[config.mk]
export PLATFORM = sky130hd
export DESIGN_NAME = indexed_list_store_flat
export DESIGN_NICKNAME = d
export VERILOG_FILES = /design/src/rtl/core/ils_pkg.sv /design/src/rtl/core/ils_chan_if.sv /design/src/rtl/core/ils_ctrl.sv /design/src/rtl/core/ils_datapath.sv /design/src/rtl/core/indexed_list_store.sv /design/src/flat_wrapper.sv
export VERILOG_INCLUDE_DIRS = /design/src /design/src/rtl/core
export SDC_FILE = /design/constraint.sdc
export NUM_CORES = 2
export LEC_CHECK = 0
export BUFFER_PORTS_ARGS = -buffer_cell sky130_fd_sc_hd__clkbuf_2
export CORE_MARGIN = 8
export CORE_UTILIZATION = 45
export DETAILED_ROUTE_END_ITERATION = 8
export HOLD_SLACK_MARGIN = 0.02
export PLACE_DENSITY_LB_ADDON = 0.25
export SETUP_SLACK_MARGIN = 0.5
export SLEW_MARGIN = 10
export SYNTH_ARGS = -nofsm -noshare
export SYNTH_HDL_FRONTEND = slang
export SYNTH_SLANG_ARGS = --single-unit
[constraint.sdc]
create_clock -name i_clk -period 8.8 [get_ports i_clk]
set_clock_uncertainty 0.2 [all_clocks]
set_input_delay 1.32 -clock i_clk [delete_from_list [all_inputs] [get_ports i_clk]]
set_output_delay 1.32 -clock i_clk [all_outputs]
set_load 0.05 [all_outputs]
[src/rtl/core/indexed_list_store_assert.svh]
// Assertion macros for the indexed list store.
// Expects i_clk and i_rst_n in the scope of each use.
`ifndef INDEXED_LIST_STORE_ASSERT_SVH
`define INDEXED_LIST_STORE_ASSERT_SVH

// Same-cycle implication, disabled while reset is low
`define ILS_ASSERT_IMP(label, ante, cons, msg) \
    label: assert property (@(posedge i_clk) disable iff (!i_rst_n) (ante) |-> (cons)) \
        else $error(msg);

// Next-cycle implication, disabled while reset is low
`define ILS_ASSERT_NXT(label, ante, cons, msg) \
    label: assert property (@(posedge i_clk) disable iff (!i_rst_n) (ante) |=> (cons)) \
        else $error(msg);

`endif

[src/rtl/core/ils_pkg.sv]
// Shared constants, codes and controller/datapath command types for the list store.
// No dependencies.
package ils_pkg;

    localparam int DEPTH  = 64;
    localparam int ELEM_W = 32;
    localparam int ADDR_W = $clog2(DEPTH);
    localparam int CNT_W  = $clog2(DEPTH + 1);
    localparam int OP_W   = 4;
    localparam int IDX_W  = 7;
    localparam int POS_W  = 6;
    localparam int ST_W   = 2;
    // common width for index/count/pointer compares
    localparam int CMP_W  = (IDX_W > CNT_W) ? IDX_W : CNT_W;

    typedef enum logic [OP_W-1:0] {
        OP_APPEND   = 4'd0,
        OP_GET      = 4'd1,
        OP_SET      = 4'd2,
        OP_INSERT   = 4'd3,
        OP_REMOVE   = 4'd4,
        OP_POP      = 4'd5,
        OP_CONTAINS = 4'd6,
        OP_INDEX_OF = 4'd7,
        OP_CLEAR    = 4'd8
    } t_op;

    typedef enum logic [ST_W-1:0] {
        ST_OK        = 2'd0,
        ST_BAD_INDEX = 2'd1,
        ST_ZERO_ELEM = 2'd2,
        ST_FULL      = 2'd3
    } t_status;

    typedef enum logic [2:0] {
        S_IDLE,
        S_CHECK,
        S_TAKE,
        S_INS,
        S_DN,
        S_SRCH,
        S_FIN
    } t_state;

    typedef enum logic [3:0] {
        ACT_NONE,
        ACT_LOAD,
        ACT_APPEND,
        ACT_SET,
        ACT_CLEAR,
        ACT_RD_IDX,
        ACT_TAKE_GOT,
        ACT_INS_START,
        ACT_INS_STEP,
        ACT_INS_LAST,
        ACT_DN_STEP,
        ACT_DN_LAST,
        ACT_SRCH_START,
        ACT_SRCH_STEP,
        ACT_PUBLISH
    } t_act;

    typedef struct packed {
        t_act    act;
        logic    st_we;
        t_status st;
    } t_dp_cmd;

    typedef struct packed {
        logic [OP_W-1:0] op;
        logic            zero_elem;
        logic            idx_lt_cnt;
        logic            idx_le_cnt;
        logic            full;
        logic            ins_end;
        logic            fwd_end;
        logic            found;
        logic            out_free;
    } t_dp_stat;

endpackage

[src/rtl/core/ils_chan_if.sv]
// Valid/ready channel interfaces for the list store request and result.
// Depends on ils_pkg for field widths.
interface ils_in_if;
    logic                       valid;
    logic                       ready;
    logic [ils_pkg::OP_W-1:0]   op;
    logic [ils_pkg::IDX_W-1:0]  index;
    logic [ils_pkg::ELEM_W-1:0] element;

    modport source (output valid, output op, output index, output element, input ready);
    modport sink   (input valid, input op, input index, input element, output ready);
endinterface

interface ils_out_if;
    logic                       valid;
    logic                       ready;
    logic [ils_pkg::ST_W-1:0]   status;
    logic [ils_pkg::ELEM_W-1:0] element_out;
    logic                       found;
    logic [ils_pkg::POS_W-1:0]  position;
    logic [ils_pkg::CNT_W-1:0]  count;
    logic                       empty_res;

    modport source (output valid, output status, output element_out, output found,
                    output position, output count, output empty_res, input ready);
    modport sink   (input valid, input status, input element_out, input found,
                    input position, input count, input empty_res, output ready);
endinterface

[src/rtl/core/ils_ctrl.sv]
// Controller FSM: checks each request and sequences the datapath walks.
// Depends on ils_pkg.
module ils_ctrl (
    input  logic              i_clk,
    input  logic              i_rst_n,
    input  logic              i_in_valid,
    output logic              o_in_ready,
    input  ils_pkg::t_dp_stat i_stat,
    output ils_pkg::t_dp_cmd  o_cmd
);
    import ils_pkg::*;

    t_state r_state;
    t_state n_state;

    // state register
    always_ff @(posedge i_clk) begin
        if (!i_rst_n) begin
            r_state <= S_IDLE;
        end else begin
            r_state <= n_state;
        end
    end

    // next state
    always_comb begin
        n_state = r_state;
        unique case (r_state)
            S_IDLE: begin
                if (i_in_valid) n_state = S_CHECK;
            end
            S_CHECK: begin
                unique case (i_stat.op)
                    OP_GET: begin
                        n_state = i_stat.idx_lt_cnt ? S_TAKE : S_FIN;
                    end
                    OP_REMOVE, OP_POP: begin
                        n_state = i_stat.idx_lt_cnt ? S_TAKE : S_FIN;
                    end
                    OP_INSERT: begin
                        n_state = (i_stat.idx_le_cnt && !i_stat.full) ? S_INS : S_FIN;
                    end
                    OP_CONTAINS, OP_INDEX_OF: begin
                        n_state = i_stat.zero_elem ? S_FIN : S_SRCH;
                    end
                    default: n_state = S_FIN;
                endcase
            end
            S_TAKE: begin
                n_state = (i_stat.op == OP_GET) ? S_FIN : S_DN;
            end
            S_INS: begin
                if (i_stat.ins_end) n_state = S_FIN;
            end
            S_DN: begin
                if (i_stat.fwd_end) n_state = S_FIN;
            end
            S_SRCH: begin
                if (i_stat.found || i_stat.fwd_end) n_state = S_FIN;
            end
            S_FIN: begin
                if (i_stat.out_free) n_state = S_IDLE;
            end
            default: n_state = S_IDLE;
        endcase
    end

    // commands to the datapath
    always_comb begin
        o_in_ready  = 1'b0;
        o_cmd.act   = ACT_NONE;
        o_cmd.st_we = 1'b0;
        o_cmd.st    = ST_OK;
        unique case (r_state)
            S_IDLE: begin
                o_in_ready = 1'b1;
                if (i_in_valid) o_cmd.act = ACT_LOAD;
            end
            S_CHECK: begin
                unique case (i_stat.op)
                    OP_APPEND: begin
                        if (i_stat.zero_elem) begin
                            o_cmd.st_we = 1'b1;
                            o_cmd.st    = ST_ZERO_ELEM;
                        end else if (i_stat.full) begin
                            o_cmd.st_we = 1'b1;
                            o_cmd.st    = ST_FULL;
                        end else begin
                            o_cmd.act = ACT_APPEND;
                        end
                    end
                    OP_SET: begin
                        if (i_stat.zero_elem) begin
                            o_cmd.st_we = 1'b1;
                            o_cmd.st    = ST_ZERO_ELEM;
                        end else if (!i_stat.idx_lt_cnt) begin
                            o_cmd.st_we = 1'b1;
                            o_cmd.st    = ST_BAD_INDEX;
                        end else begin
                            o_cmd.act = ACT_SET;
                        end
                    end
                    OP_GET, OP_REMOVE, OP_POP: begin
                        if (!i_stat.idx_lt_cnt) begin
                            o_cmd.st_we = 1'b1;
                            o_cmd.st    = ST_BAD_INDEX;
                        end else begin
                            o_cmd.act = ACT_RD_IDX;
                        end
                    end
                    OP_INSERT: begin
                        if (!i_stat.idx_le_cnt) begin
                            o_cmd.st_we = 1'b1;
                            o_cmd.st    = ST_BAD_INDEX;
                        end else if (i_stat.full) begin
                            o_cmd.st_we = 1'b1;
                            o_cmd.st    = ST_FULL;
                        end else begin
                            o_cmd.act = ACT_INS_START;
                        end
                    end
                    OP_CONTAINS, OP_INDEX_OF: begin
                        if (i_stat.zero_elem) begin
                            o_cmd.st_we = 1'b1;
                            o_cmd.st    = ST_ZERO_ELEM;
                        end else begin
                            o_cmd.act = ACT_SRCH_START;
                        end
                    end
                    OP_CLEAR: o_cmd.act = ACT_CLEAR;
                    default:  o_cmd.act = ACT_NONE;
                endcase
            end
            S_TAKE: begin
                // remove drops the read handle, get and pop return it
                if (i_stat.op != OP_REMOVE) o_cmd.act = ACT_TAKE_GOT;
            end
            S_INS: begin
                o_cmd.act = i_stat.ins_end ? ACT_INS_LAST : ACT_INS_STEP;
            end
            S_DN: begin
                o_cmd.act = i_stat.fwd_end ? ACT_DN_LAST : ACT_DN_STEP;
            end
            S_SRCH: begin
                if (!(i_stat.found || i_stat.fwd_end)) o_cmd.act = ACT_SRCH_STEP;
            end
            S_FIN: begin
                if (i_stat.out_free) o_cmd.act = ACT_PUBLISH;
            end
            default: o_cmd.act = ACT_NONE;
        endcase
    end

endmodule

[src/rtl/core/ils_datapath.sv]
// Datapath: entry memory, count, request and result registers, walk pointers.
// Depends on ils_pkg; driven by the ils_ctrl command struct.
module ils_datapath (
    input  logic                       i_clk,
    input  logic                       i_rst_n,
    input  ils_pkg::t_dp_cmd           i_cmd,
    output ils_pkg::t_dp_stat          o_stat,
    input  logic [ils_pkg::OP_W-1:0]   i_op,
    input  logic [ils_pkg::IDX_W-1:0]  i_index,
    input  logic [ils_pkg::ELEM_W-1:0] i_element,
    output logic                       o_out_valid,
    input  logic                       i_out_ready,
    output logic [ils_pkg::ST_W-1:0]   o_status,
    output logic [ils_pkg::ELEM_W-1:0] o_element_out,
    output logic                       o_found,
    output logic [ils_pkg::POS_W-1:0]  o_position,
    output logic [ils_pkg::CNT_W-1:0]  o_count,
    output logic                       o_empty_res
);
    import ils_pkg::*;

    // entry store, no reset: reads always lie below the count
    logic [ELEM_W-1:0] r_mem [DEPTH];
    logic [ELEM_W-1:0] r_rdata;

    // request
    logic [OP_W-1:0]   r_op;
    logic [IDX_W-1:0]  r_idx;
    logic [ELEM_W-1:0] r_elem;

    // list state and walk
    logic [CNT_W-1:0]  r_count;
    logic [CMP_W-1:0]  r_ptr;
    logic [CMP_W-1:0]  r_wptr;
    logic              r_wpend;

    // result being built
    t_status           r_st;
    logic [ELEM_W-1:0] r_got;
    logic              r_fnd;
    logic [POS_W-1:0]  r_pos;

    logic [CMP_W-1:0]  w_idx_x;
    logic [CMP_W-1:0]  w_cnt_x;
    logic              w_out_free;

    logic              mem_we;
    logic [ADDR_W-1:0] mem_waddr;
    logic [ELEM_W-1:0] mem_wdata;
    logic              mem_re;
    logic [ADDR_W-1:0] mem_raddr;

    assign w_idx_x    = CMP_W'(r_idx);
    assign w_cnt_x    = CMP_W'(r_count);
    assign w_out_free = !o_out_valid || i_out_ready;

    // status to the controller
    always_comb begin
        o_stat.op         = r_op;
        o_stat.zero_elem  = (r_elem == '0);
        o_stat.idx_lt_cnt = (w_idx_x < w_cnt_x);
        o_stat.idx_le_cnt = (w_idx_x <= w_cnt_x);
        o_stat.full       = (w_cnt_x == CMP_W'(DEPTH));
        o_stat.ins_end    = !r_wpend && (r_ptr <= w_idx_x);
        o_stat.fwd_end    = !r_wpend && (r_ptr >= w_cnt_x);
        o_stat.found      = r_fnd;
        o_stat.out_free   = w_out_free;
    end

    // memory port control
    always_comb begin
        mem_we    = 1'b0;
        mem_waddr = ADDR_W'(r_wptr);
        mem_wdata = r_rdata;
        mem_re    = 1'b0;
        mem_raddr = ADDR_W'(r_ptr);
        unique case (i_cmd.act)
            ACT_APPEND: begin
                mem_we    = 1'b1;
                mem_waddr = ADDR_W'(r_count);
                mem_wdata = r_elem;
            end
            ACT_SET, ACT_INS_LAST: begin
                mem_we    = 1'b1;
                mem_waddr = ADDR_W'(r_idx);
                mem_wdata = r_elem;
            end
            ACT_RD_IDX: begin
                mem_re    = 1'b1;
                mem_raddr = ADDR_W'(r_idx);
            end
            ACT_INS_STEP: begin
                // shift up: read below the pointer, write the previous read above it
                mem_we    = r_wpend;
                mem_re    = (r_ptr > w_idx_x);
                mem_raddr = ADDR_W'(r_ptr - CMP_W'(1));
            end
            ACT_DN_STEP: begin
                // shift down: read at the pointer, write the previous read below it
                mem_we = r_wpend;
                mem_re = (r_ptr < w_cnt_x);
            end
            ACT_SRCH_STEP: begin
                mem_re = (r_ptr < w_cnt_x);
            end
            default: begin
                mem_we = 1'b0;
                mem_re = 1'b0;
            end
        endcase
    end

    // entry memory, registered read
    always_ff @(posedge i_clk) begin
        if (mem_we) r_mem[mem_waddr] <= mem_wdata;
        if (mem_re) r_rdata <= r_mem[mem_raddr];
    end

    // request, walk and result registers; only control state is reset
    always_ff @(posedge i_clk) begin
        if (!i_rst_n) begin
            r_count     <= '0;
            r_wpend     <= 1'b0;
            o_out_valid <= 1'b0;
        end else begin
            unique case (i_cmd.act)
                ACT_LOAD: begin
                    r_op   <= i_op;
                    r_idx  <= i_index;
                    r_elem <= i_element;
                    r_st   <= ST_OK;
                    r_got  <= '0;
                    r_fnd  <= 1'b0;
                    r_pos  <= '0;
                end
                ACT_APPEND: r_count <= r_count + CNT_W'(1);
                ACT_CLEAR:  r_count <= '0;
                ACT_RD_IDX: begin
                    r_ptr   <= w_idx_x + CMP_W'(1);
                    r_wpend <= 1'b0;
                end
                ACT_TAKE_GOT: r_got <= r_rdata;
                ACT_INS_START: begin
                    r_ptr   <= w_cnt_x;
                    r_wpend <= 1'b0;
                end
                ACT_INS_STEP: begin
                    if (r_ptr > w_idx_x) begin
                        r_wptr  <= r_ptr;
                        r_ptr   <= r_ptr - CMP_W'(1);
                        r_wpend <= 1'b1;
                    end else begin
                        r_wpend <= 1'b0;
                    end
                end
                ACT_INS_LAST: r_count <= r_count + CNT_W'(1);
                ACT_DN_STEP: begin
                    if (r_ptr < w_cnt_x) begin
                        r_wptr  <= r_ptr - CMP_W'(1);
                        r_ptr   <= r_ptr + CMP_W'(1);
                        r_wpend <= 1'b1;
                    end else begin
                        r_wpend <= 1'b0;
                    end
                end
                ACT_DN_LAST: r_count <= r_count - CNT_W'(1);
                ACT_SRCH_START: begin
                    r_ptr   <= '0;
                    r_wpend <= 1'b0;
                end
                ACT_SRCH_STEP: begin
                    // compare last read; keep the first match only
                    if (r_wpend && !r_fnd && (r_rdata == r_elem)) begin
                        r_fnd <= 1'b1;
                        r_pos <= POS_W'(r_wptr);
                    end
                    if (r_ptr < w_cnt_x) begin
                        r_wptr  <= r_ptr;
                        r_ptr   <= r_ptr + CMP_W'(1);
                        r_wpend <= 1'b1;
                    end else begin
                        r_wpend <= 1'b0;
                    end
                end
                default: ;
            endcase

            if (i_cmd.st_we) r_st <= i_cmd.st;

            // output register
            if (i_cmd.act == ACT_PUBLISH) begin
                o_out_valid   <= 1'b1;
                o_status      <= r_st;
                o_element_out <= r_got;
                o_found       <= r_fnd;
                o_position    <= r_pos;
                o_count       <= r_count;
                o_empty_res   <= (r_count == '0);
            end else if (i_out_ready) begin
                o_out_valid <= 1'b0;
            end
        end
    end

endmodule

[src/rtl/core/indexed_list_store.sv]
// Top level of the indexed list store: controller, datapath and assertions.
// Depends on ils_pkg, ils_chan_if, ils_ctrl, ils_datapath and the assertion header.
//
// Usage:
//   i_in carries one request (op, index, element) per transfer; o_out carries
//   exactly one result (status, element_out, found, position, count,
//   empty_res) per request, in request order.
//   One request is in work at a time. Contains and index_of end their walk
//   early on a match. The entry walk of the memory moves one entry per
//   cycle; the next request is taken in the cycle after its result is
//   loaded into the output register.
//   The output register parts the two sides: a stalled receiver holds its
//   result while the next request is accepted and worked on; that request's
//   result waits until the output register is taken.
//   Reset (synchronous, active low) empties the list and drops any pending
//   result. The entry memory is not cleared; no read ever lies above count.
module indexed_list_store (
    input  logic  i_clk,
    input  logic  i_rst_n,
    ils_in_if.sink    i_in,
    ils_out_if.source o_out
);
    import ils_pkg::*;

    `include "indexed_list_store_assert.svh"

    t_dp_cmd  w_cmd;
    t_dp_stat w_stat;
    logic     w_in_ready;

    assign i_in.ready = w_in_ready;

    // sequencing
    ils_ctrl u_ctrl (
        .i_clk      (i_clk),
        .i_rst_n    (i_rst_n),
        .i_in_valid (i_in.valid),
        .o_in_ready (w_in_ready),
        .i_stat     (w_stat),
        .o_cmd      (w_cmd)
    );

    // storage and result
    ils_datapath u_datapath (
        .i_clk         (i_clk),
        .i_rst_n       (i_rst_n),
        .i_cmd         (w_cmd),
        .o_stat        (w_stat),
        .i_op          (i_in.op),
        .i_index       (i_in.index),
        .i_element     (i_in.element),
        .o_out_valid   (o_out.valid),
        .i_out_ready   (o_out.ready),
        .o_status      (o_out.status),
        .o_element_out (o_out.element_out),
        .o_found       (o_out.found),
        .o_position    (o_out.position),
        .o_count       (o_out.count),
        .o_empty_res   (o_out.empty_res)
    );

    // a new result never overwrites one still waiting
    `ILS_ASSERT_IMP(a_pub_free, w_cmd.act == ACT_PUBLISH, !o_out.valid || o_out.ready, "result lost")
    // output valid only rises through a publish
    `ILS_ASSERT_IMP(a_valid_src, $rose(o_out.valid), $past(w_cmd.act == ACT_PUBLISH), "stray valid")
    // reported count never exceeds capacity
    `ILS_ASSERT_IMP(a_cnt_cap, o_out.valid, o_out.count <= CNT_W'(DEPTH), "count over capacity")
    // one request at a time
    `ILS_ASSERT_NXT(a_one_req, i_in.valid && i_in.ready, !i_in.ready, "second request taken")

endmodule
[src/flat_wrapper.sv]
// flat-port wrapper written by rule: the top's interface ports become plain ports
module indexed_list_store_flat import ils_pkg::*;
  (i_clk, i_rst_n, i_in_valid, i_in_op, i_in_index, i_in_element, i_in_ready, o_out_valid, o_out_status, o_out_element_out, o_out_found, o_out_position, o_out_count, o_out_empty_res, o_out_ready);
  ils_in_if i_in_i ();
  ils_out_if o_out_i ();
  input  logic i_clk;
  input  logic i_rst_n;
  input wire logic [$bits(i_in_i.valid)-1:0] i_in_valid;
  input wire logic [$bits(i_in_i.op)-1:0] i_in_op;
  input wire logic [$bits(i_in_i.index)-1:0] i_in_index;
  input wire logic [$bits(i_in_i.element)-1:0] i_in_element;
  output wire logic [$bits(i_in_i.ready)-1:0] i_in_ready;
  output wire logic [$bits(o_out_i.valid)-1:0] o_out_valid;
  output wire logic [$bits(o_out_i.status)-1:0] o_out_status;
  output wire logic [$bits(o_out_i.element_out)-1:0] o_out_element_out;
  output wire logic [$bits(o_out_i.found)-1:0] o_out_found;
  output wire logic [$bits(o_out_i.position)-1:0] o_out_position;
  output wire logic [$bits(o_out_i.count)-1:0] o_out_count;
  output wire logic [$bits(o_out_i.empty_res)-1:0] o_out_empty_res;
  input wire logic [$bits(o_out_i.ready)-1:0] o_out_ready;
  assign i_in_i.valid = i_in_valid;
  assign i_in_i.op = i_in_op;
  assign i_in_i.index = i_in_index;
  assign i_in_i.element = i_in_element;
  assign i_in_ready = i_in_i.ready;
  assign o_out_valid = o_out_i.valid;
  assign o_out_status = o_out_i.status;
  assign o_out_element_out = o_out_i.element_out;
  assign o_out_found = o_out_i.found;
  assign o_out_position = o_out_i.position;
  assign o_out_count = o_out_i.count;
  assign o_out_empty_res = o_out_i.empty_res;
  assign o_out_i.ready = o_out_ready;
  indexed_list_store u_core (.i_clk(i_clk), .i_rst_n(i_rst_n), .i_in(i_in_i), .o_out(o_out_i));
endmodule
# == Word level (Yosys, flattened, before mapping) ==
# Memory sizes are Yosys's and may differ from the RTL's. A register that Yosys moved wholly into a read port is not among the register bits.
# Cells that the tools add are included.
# op_classes
addsub,5
n_lt_le_gt_ge,6
n_eq_ne,41
mux,63
reduce_logical,39
# ops
operator,n
case mux 32 bit (2 select lines),1
2-to-1 mux 3 bit,18
case mux 6 bit (2 select lines),3
case mux 7 bit (5 select lines),1
== test 32 bit,1
"== test 4 x 3 -> 1 bit, second input constant",8
"== test 4 bit, second input constant",8
zero test 32 bit,1
2-to-1 mux 32 bit,1
case mux 4 bit (7 select lines),1
2-to-1 mux 6 bit,4
case mux 4 bit (6 select lines),1
"adder 7 x 1 -> 7 bit, second input constant",3
case mux 3 bit (7 select lines),1
case mux 7 bit (3 select lines),1
"!= test 2 bit, second input constant",9
case mux 6 bit (3 select lines),1
"== test 4 x 2 -> 1 bit, second input constant",4
2-to-1 mux 2 bit,8
case mux 3 bit (5 select lines),1
<= comparator 7 bit,2
< comparator 7 bit,2
2-to-1 mux 7 bit,2
"subtractor 7 x 1 -> 7 bit, second input constant",2
other kinds (29),70
# totals
reg_bits,158
ramBits,2048
input_bits,47
out_inout_bits,51
wordCells,174
n_memories,1
# memory_table
memory,words,word_bits,rd,rd_ports_with_merged_regs,wr,line_no,source
u_core.u_datapath.r_mem,64,32,1,1,1,ils_datapath.sv:23,logic [ELEM_W-1:0] r_mem [DEPTH];

# == Longest topological paths before layout ==
# depth
ltp_word,10
depth_mapped,19
mapped_depth_nobuf,15

# == By module ==
# From an unflattened synthesis, not the netlist that was laid out.
# hier_totals
hier_cells,6598
area_unflattened_um2,90704.5
# modules_own_cells
mod,instances,cells_each,area_per_inst_um2,seq_area_each_um2
ils_datapath,1,6507,90108.9,67024.3
ils_ctrl,1,91,595.6,60.1

# == Worst setup path after synthesis ==
# No wires, ideal clock.
# synth_timing
path_kind,input to register
startpoint,input o_out_ready
endpoint,register u_core.u_datapath.r_got[0] (enable)
setup_ns,0.377
arrival_time_ns,7.645
required_time_ns,8.223
setup_slack_ns,0.578
stages,6
n_path_buf,0
cell_sequence,nand3b_1 > and3_1 > or3_1 > or3_4 > nor4_1 > a31o_2
# synth_between
elab_chain_len,6
word_cells_on_any_way,7
cone_classes,2 x eq/ne; 2 x mux; 3 x reduce/logical
# synth_lines
item,line_no,source
start: declaration,flat_wrapper.sv:20,input wire logic [$bits(o_out_i.ready)-1:0] o_out_ready;
logical OR 1 bit (*),ils_datapath.sv:55,assign w_out_free = !o_out_valid || i_out_ready;
2-to-1 mux 4 bit (*),ils_ctrl.sv:148,if (i_stat.out_free) o_cmd.act = ACT_PUBLISH;
case mux 4 bit (7 select lines) (*),ils_ctrl.sv:74,unique case (r_state)
== test 4 x 1 -> 1 bit / == test 4 x 3 -> 1 bit (equally long branches),ils_datapath.sv:126,unique case (i_cmd.act)
nonzero test 2 bit (no source line) (*),-,
AND reduction 2 bit (no source line) (*),-,
end signal: assignment,ils_datapath.sv:142,ACT_TAKE_GOT: r_got <= r_rdata;
end: declaration,ils_datapath.sv:39,logic [ELEM_W-1:0] r_got;
# Every way passes the cells marked *; elsewhere a longest branch is shown, timed or not.
# A chain may end at the register's enable or synchronous reset.

# == Worst setup path after layout ==
# layout_timing
startpoint,register u_core.u_datapath.r_count[2]
endpoint,"register u_core.u_datapath.r_rdata[13] (read register of u_core.u_datapath.r_mem), data pin"
# layout_between
elab_chain_len,8
word_cells_on_any_way,25
cone_classes,4 x order compare; 5 x eq/ne; 13 x mux; 3 x reduce/logical
# layout_lines
item,line_no,source
start: declaration,ils_datapath.sv:32,logic [CNT_W-1:0] r_count;
start signal: assignment,ils_datapath.sv:136,ACT_APPEND: r_count <= r_count + CNT_W'(1);
start signal: assignment,ils_datapath.sv:156,ACT_INS_LAST: r_count <= r_count + CNT_W'(1);
start signal: assignment,ils_datapath.sv:166,ACT_DN_LAST: r_count <= r_count - CNT_W'(1);
"< comparator 7 bit, or another cell as far along",ils_datapath.sv:61,o_stat.idx_lt_cnt = (w_idx_x < w_cnt_x);
"2-to-1 mux 2 bit, or another cell as far along",ils_ctrl.sv:96,end else if (!i_stat.idx_lt_cnt) begin
"2-to-1 mux 2 bit, or another cell as far along",ils_ctrl.sv:93,if (i_stat.zero_elem) begin
case mux 4 bit (6 select lines) / 2-to-1 mux 4 bit (equally long branches),"ils_ctrl.sv:80, ils_ctrl.sv:145",
case mux 4 bit (7 select lines),ils_ctrl.sv:74,
== test 4 bit,ils_datapath.sv:77,unique case (i_cmd.act)
OR reduction 2 bit (no source line),-,
case mux 1 bit (3 select lines),ils_datapath.sv:77,
end: declaration,ils_datapath.sv:24,logic [ELEM_W-1:0] r_rdata;
# Parallel ways exist; a longest one is shown, timed or not.

==> out/summary.md <==
Detailed placement finished with a half-perimeter wire length of 161000 µm. The cell area that synthesis handed to floorplanning was 89700 µm². For the final hold violation count, the log shows 0.

The total power per unit cell area came out at 331 nW/µm². The first global-routing pass estimated 387000 µm of wire. Reported leakage power: 34.0 nW. The number of synthesis warnings came out at 0. Area enclosed by the die boundary: 214000 µm². The worst IR drop on VDD is 286 µV, and the largest fanout of any net on the critical path is 53. The number of antenna violations at the first check in global routing came out at 16. The tools report the met1 layer wirelength in the final routing as 108000 µm. Once layout is done, the placed cells without fillers occupy 101000 µm².

For this run, the detailed router's first-pass iteration total came to 6. The family with the most delay on the worst path is compound AO/OA/AOI/OAI gates. Endpoint required time on the critical path: 9320 ps. The final critical path takes up 83.2% of the cycle. For the setup TNS, the log shows 0 ps.

The data arrival at the endpoint of the critical path came out at 7840 ps. The run finished with clean final reports. In the synthesized netlist, the cells that appear most often are edfxtp_1, nand2_1, nand3_1, a31oi_1, clkbuf_1.

Utilization after layout: 50.6%. Remaining number of nets flagged by the antenna check after routing: 0. Summed over all instances, the cell type with the most area after synthesis is edfxtp_1. The number of post-CTS setup repair buffers is 0. STA classifies the critical path startpoint as a flip-flop.

The area growth from synthesis to layout is 12.2%. Yosys mapped a number of flops with a built-in enable equal to 2226. For this run, the top clock speed supported by timing is 0.137 GHz. The share of cells above drive strength 1 works out to 10.3%. Setup repair after global routing left no endpoint under its margin. After the last flow step, the layout net total stands at 6752. Yosys attributes the largest share of cell area to edfxtp_1, nand2_1, nand3_1, mux2i_1, a31oi_1.

The tightest min-delay check is of the reg -> reg type. Overall power consumption after layout is estimated at 33.3 mW. The worst hold path passes through 0 cells. The critical path in this run is classified as reg -> reg. When the netlist entered floorplanning its net count stood at 6676.

For the core box area, the log shows 199000 µm². The count of cells resized by post-cts repair is 0, and the post-synthesis sequential element count is 2238. After detailed routing, the average wire length per cell comes to 28.5 µm. The run gives 41.8% as the portion of total power attributed to sequential cells. The logs give 0 for the number of slew-limit violations in the final report and 21.0 mW for the internal power contribution.

The clock drives 2238 sinks. The startpoint identified for the worst register-to-register timing path is u_core.u_datapath.r_count[2]. The category of the worst setup path capture point was a flip-flop. The pin count of the biggest net entering global routing is 166, and the setup slack at placement is 1590 ps.

Detail-routed via count per cell: 5.98. The startpoint identified for the worst hold timing path is u_core.u_datapath.r_st[0]. The most used flip-flop cell after synthesis is edfxtp_1. Library cell with the highest instance count after synthesis: edfxtp_1.

The path with the worst hold slack has its endpoint at u_core.u_datapath.o_status[0]. In this run the tightest slew margin relative to its limit is 12.2%. The critical path goes through inv_1 > ha_1 > a21oi_1 > a21oi_1 > nor4_4 > a2111oi_1 > a2111o_1 > o211ai_4 > buf_4 > buf_4 > a211oi_1 > a311oi_1 > a311oi_1 > o311ai_0 > o21a_1. The count of distinct cell types in the synthesized netlist was 92.

For this block, the via count after detailed routing is 56.9k. The cell count after synthesis came out at 6600. Setup slack on the worst reg-to-reg path comes out at 1480 ps.

The tools report the combinational share of power as 31.4%. Setup violations remaining at the end of the flow were counted as 0. The max-capacitance violation count was 0; the total number of placement rows was 164. In this run, post-CTS hold repair placed 0 buffers. Summed over all layers, the routed wires come to 272000 µm. For this run, the total global-route usage over all layers was measured as 24.3%. Final hold analysis gives a worst-case slack of 211 ps. In this design, the stage delay of the slowest critical-path cell is 1120 ps.

The logs give 9518 for the number of standard cells in the layout, taps in and fillers out and 94000 µm² for the total placed instance area. Dividing the synthesized area by the synthesized cell count gives 13.6 µm². TritonCTS built the clock tree. The switching power came out at 12.3 mW. At the pin with the least slew margin, the transition time is 1300 ps. The critical path buffer and inverter count came out at 3. The number of global-route vias before repair was 53.7k; the clock transition at the registers of the reported paths was 70 ps. The switching share of total power is 36.9%, and the effective utilization at floorplan is 45.1%. Port buffering added 97 buffers.

The share of synthesized registers carrying an async set or reset works out to 0%. Counting the buffers created by CTS gives 214. For the I/O pin total, the log shows 98. In this run, placement finished with an instance count of 9116. After detailed routing, the number of remaining DRC violations is 0. The height of the die is 463 µm. The slowest stage cell on the critical path is o311ai_0. Sequential share of the synthesized area: 74.8%. The routed design could run at a clock period as short as 7320 ps. The congestion estimate from routability-driven global placement came to 0.934. Clock latency on the worst-skew pair, taken at its later pin, is 880 ps. The final setup slack of the worst path is 1480 ps, and the number of DRC violations after detailed-routing iteration 0 is 7656. No sink is reached through more buffers than the 3 on the longest clock path. The cell sitting at the root of the clock tree is a clkbuf_16. For this run the aggregate overflow at the end of global routing stands at 0. The endpoint identified for the worst register-to-register timing path is u_core.u_datapath.r_rdata[13]. CTS built an H-tree with a depth of 4. After synthesis, the largest area contributor takes up 74.5% of total cell area.

The run gives 26.8% as the clock network fraction of design power. For the detailed-routed wire length on met3, the log shows 27600 µm. For the worst flop-to-flop path, the logic depth is 15. Detailed routing placed a total of 124000 µm of wire on met2.

The width of the die came out at 463 µm. Highest layer used for signal routing: met5.
state kept, by name, indices dropped and copies added, names as in the netlist, 2 cells and up:
name and flops:
u_core.u_ctrl.r_state 3, u_core.u_datapath.o_count 7, u_core.u_datapath.o_element_out 32, u_core.u_datapath.o_position 6, u_core.u_datapath.o_status 2, u_core.u_datapath.r_count 7
u_core.u_datapath.r_elem 32, u_core.u_datapath.r_got 32, u_core.u_datapath.r_idx 7, u_core.u_datapath.r_mem 2048, u_core.u_datapath.r_op 4, u_core.u_datapath.r_pos 6
u_core.u_datapath.r_ptr 7, u_core.u_datapath.r_rdata 32, u_core.u_datapath.r_st 2, u_core.u_datapath.r_wptr 6
power by group through the flow:
stage	combinational, mW	clock (mW)	sequential, mW
floorplan	5.95	0	14.1
global placement	10.2	0	14.1
detailed placement	10.3	0	14.1
CTS	10.3	9.04	13.9
global route	11.0	9.42	14.0
finish	10.5	8.95	13.9
per-layer routing:
| metal | vias to the layer above | GRT usage (%) |
|---|---|---|
| met3 | 501 | 5.99 |
| li1 | 24907 | - |
| met5 | - | 0 |
| met2 | 2945 | 38.1 |
| met1 | 28515 | 33.0 |
| met4 | 6 | 9.45 |
cell families after synthesis:
kind of cell    synth area share, %
compound gates                 6.27
xor+xnor                      0.498
fa+ha+maj                     0.413
buf+inv                        2.21
flops                          74.8
mux                            1.83
simple gates                   14.0
worst register-to-register path, cell delays in order (launching register included):
cell	delay (ps)
dfxtp_1	510
inv_1	110
ha_1	320
a21oi_1	140
a21oi_1	160
nor4_4	930
a2111oi_1	230
a2111o_1	560
o211ai_4	880
buf_4	470
buf_4	630
a211oi_1	190
a311oi_1	330
a311oi_1	110
o311ai_0	1120
o21a_1	270
cell type report:
cell class	count	area (µm²)
clock buffers	261	5530
repair buffers	267	1990
inverters	27	101
fillers	16692	98400
clock inverters	135	1170
well taps	2656	3320
diodes	6	15.0
multi-input cells	3928	21500
flip-flops and latches	2238	67100
how the worst max path moves through the flow:
stage | endpoint | cells past startpoint | slack, ps | start
2_1_floorplan | u_core.u_datapath.r_got[0] | 6 | 580 | o_out_ready
3_3_place_gp | u_core.u_datapath.r_rdata[5] | 16 | 1470 | u_core.u_datapath.r_idx[5]
3_5_place_dp | u_core.u_datapath.r_rdata[13] | 15 | 1590 | u_core.u_datapath.r_count[2]
4_1_cts | u_core.u_datapath.r_rdata[13] | 15 | 1550 | u_core.u_datapath.r_count[2]
5_1_grt | u_core.u_datapath.r_mem[46][6] | 15 | 1480 | u_core.u_datapath.r_count[3]
6_report | u_core.u_datapath.r_rdata[13] | 15 | 1480 | u_core.u_datapath.r_count[2]
cell usage in the layout, fill, tap and decap left out, types with 30 or more instances in the layout:
cell / n
a311oi_1: 87
clkinv_1: 60
nand2_1: 1711
clkbuf_16: 214
xnor2_1: 35
a221oi_1: 41
nor3_1: 45
nor2_4: 64
o21ai_0: 58
edfxtp_1: 2226
a32oi_1: 31
buf_4: 152
nor2_1: 102
a31oi_1: 190
clkinv_2: 37
and3_1: 182
clkbuf_2: 97
mux2i_1: 162
o221ai_1: 30
nand3_1: 632
clkbuf_1: 47
a21oi_1: 137
(Power assumes the default switching activity.)
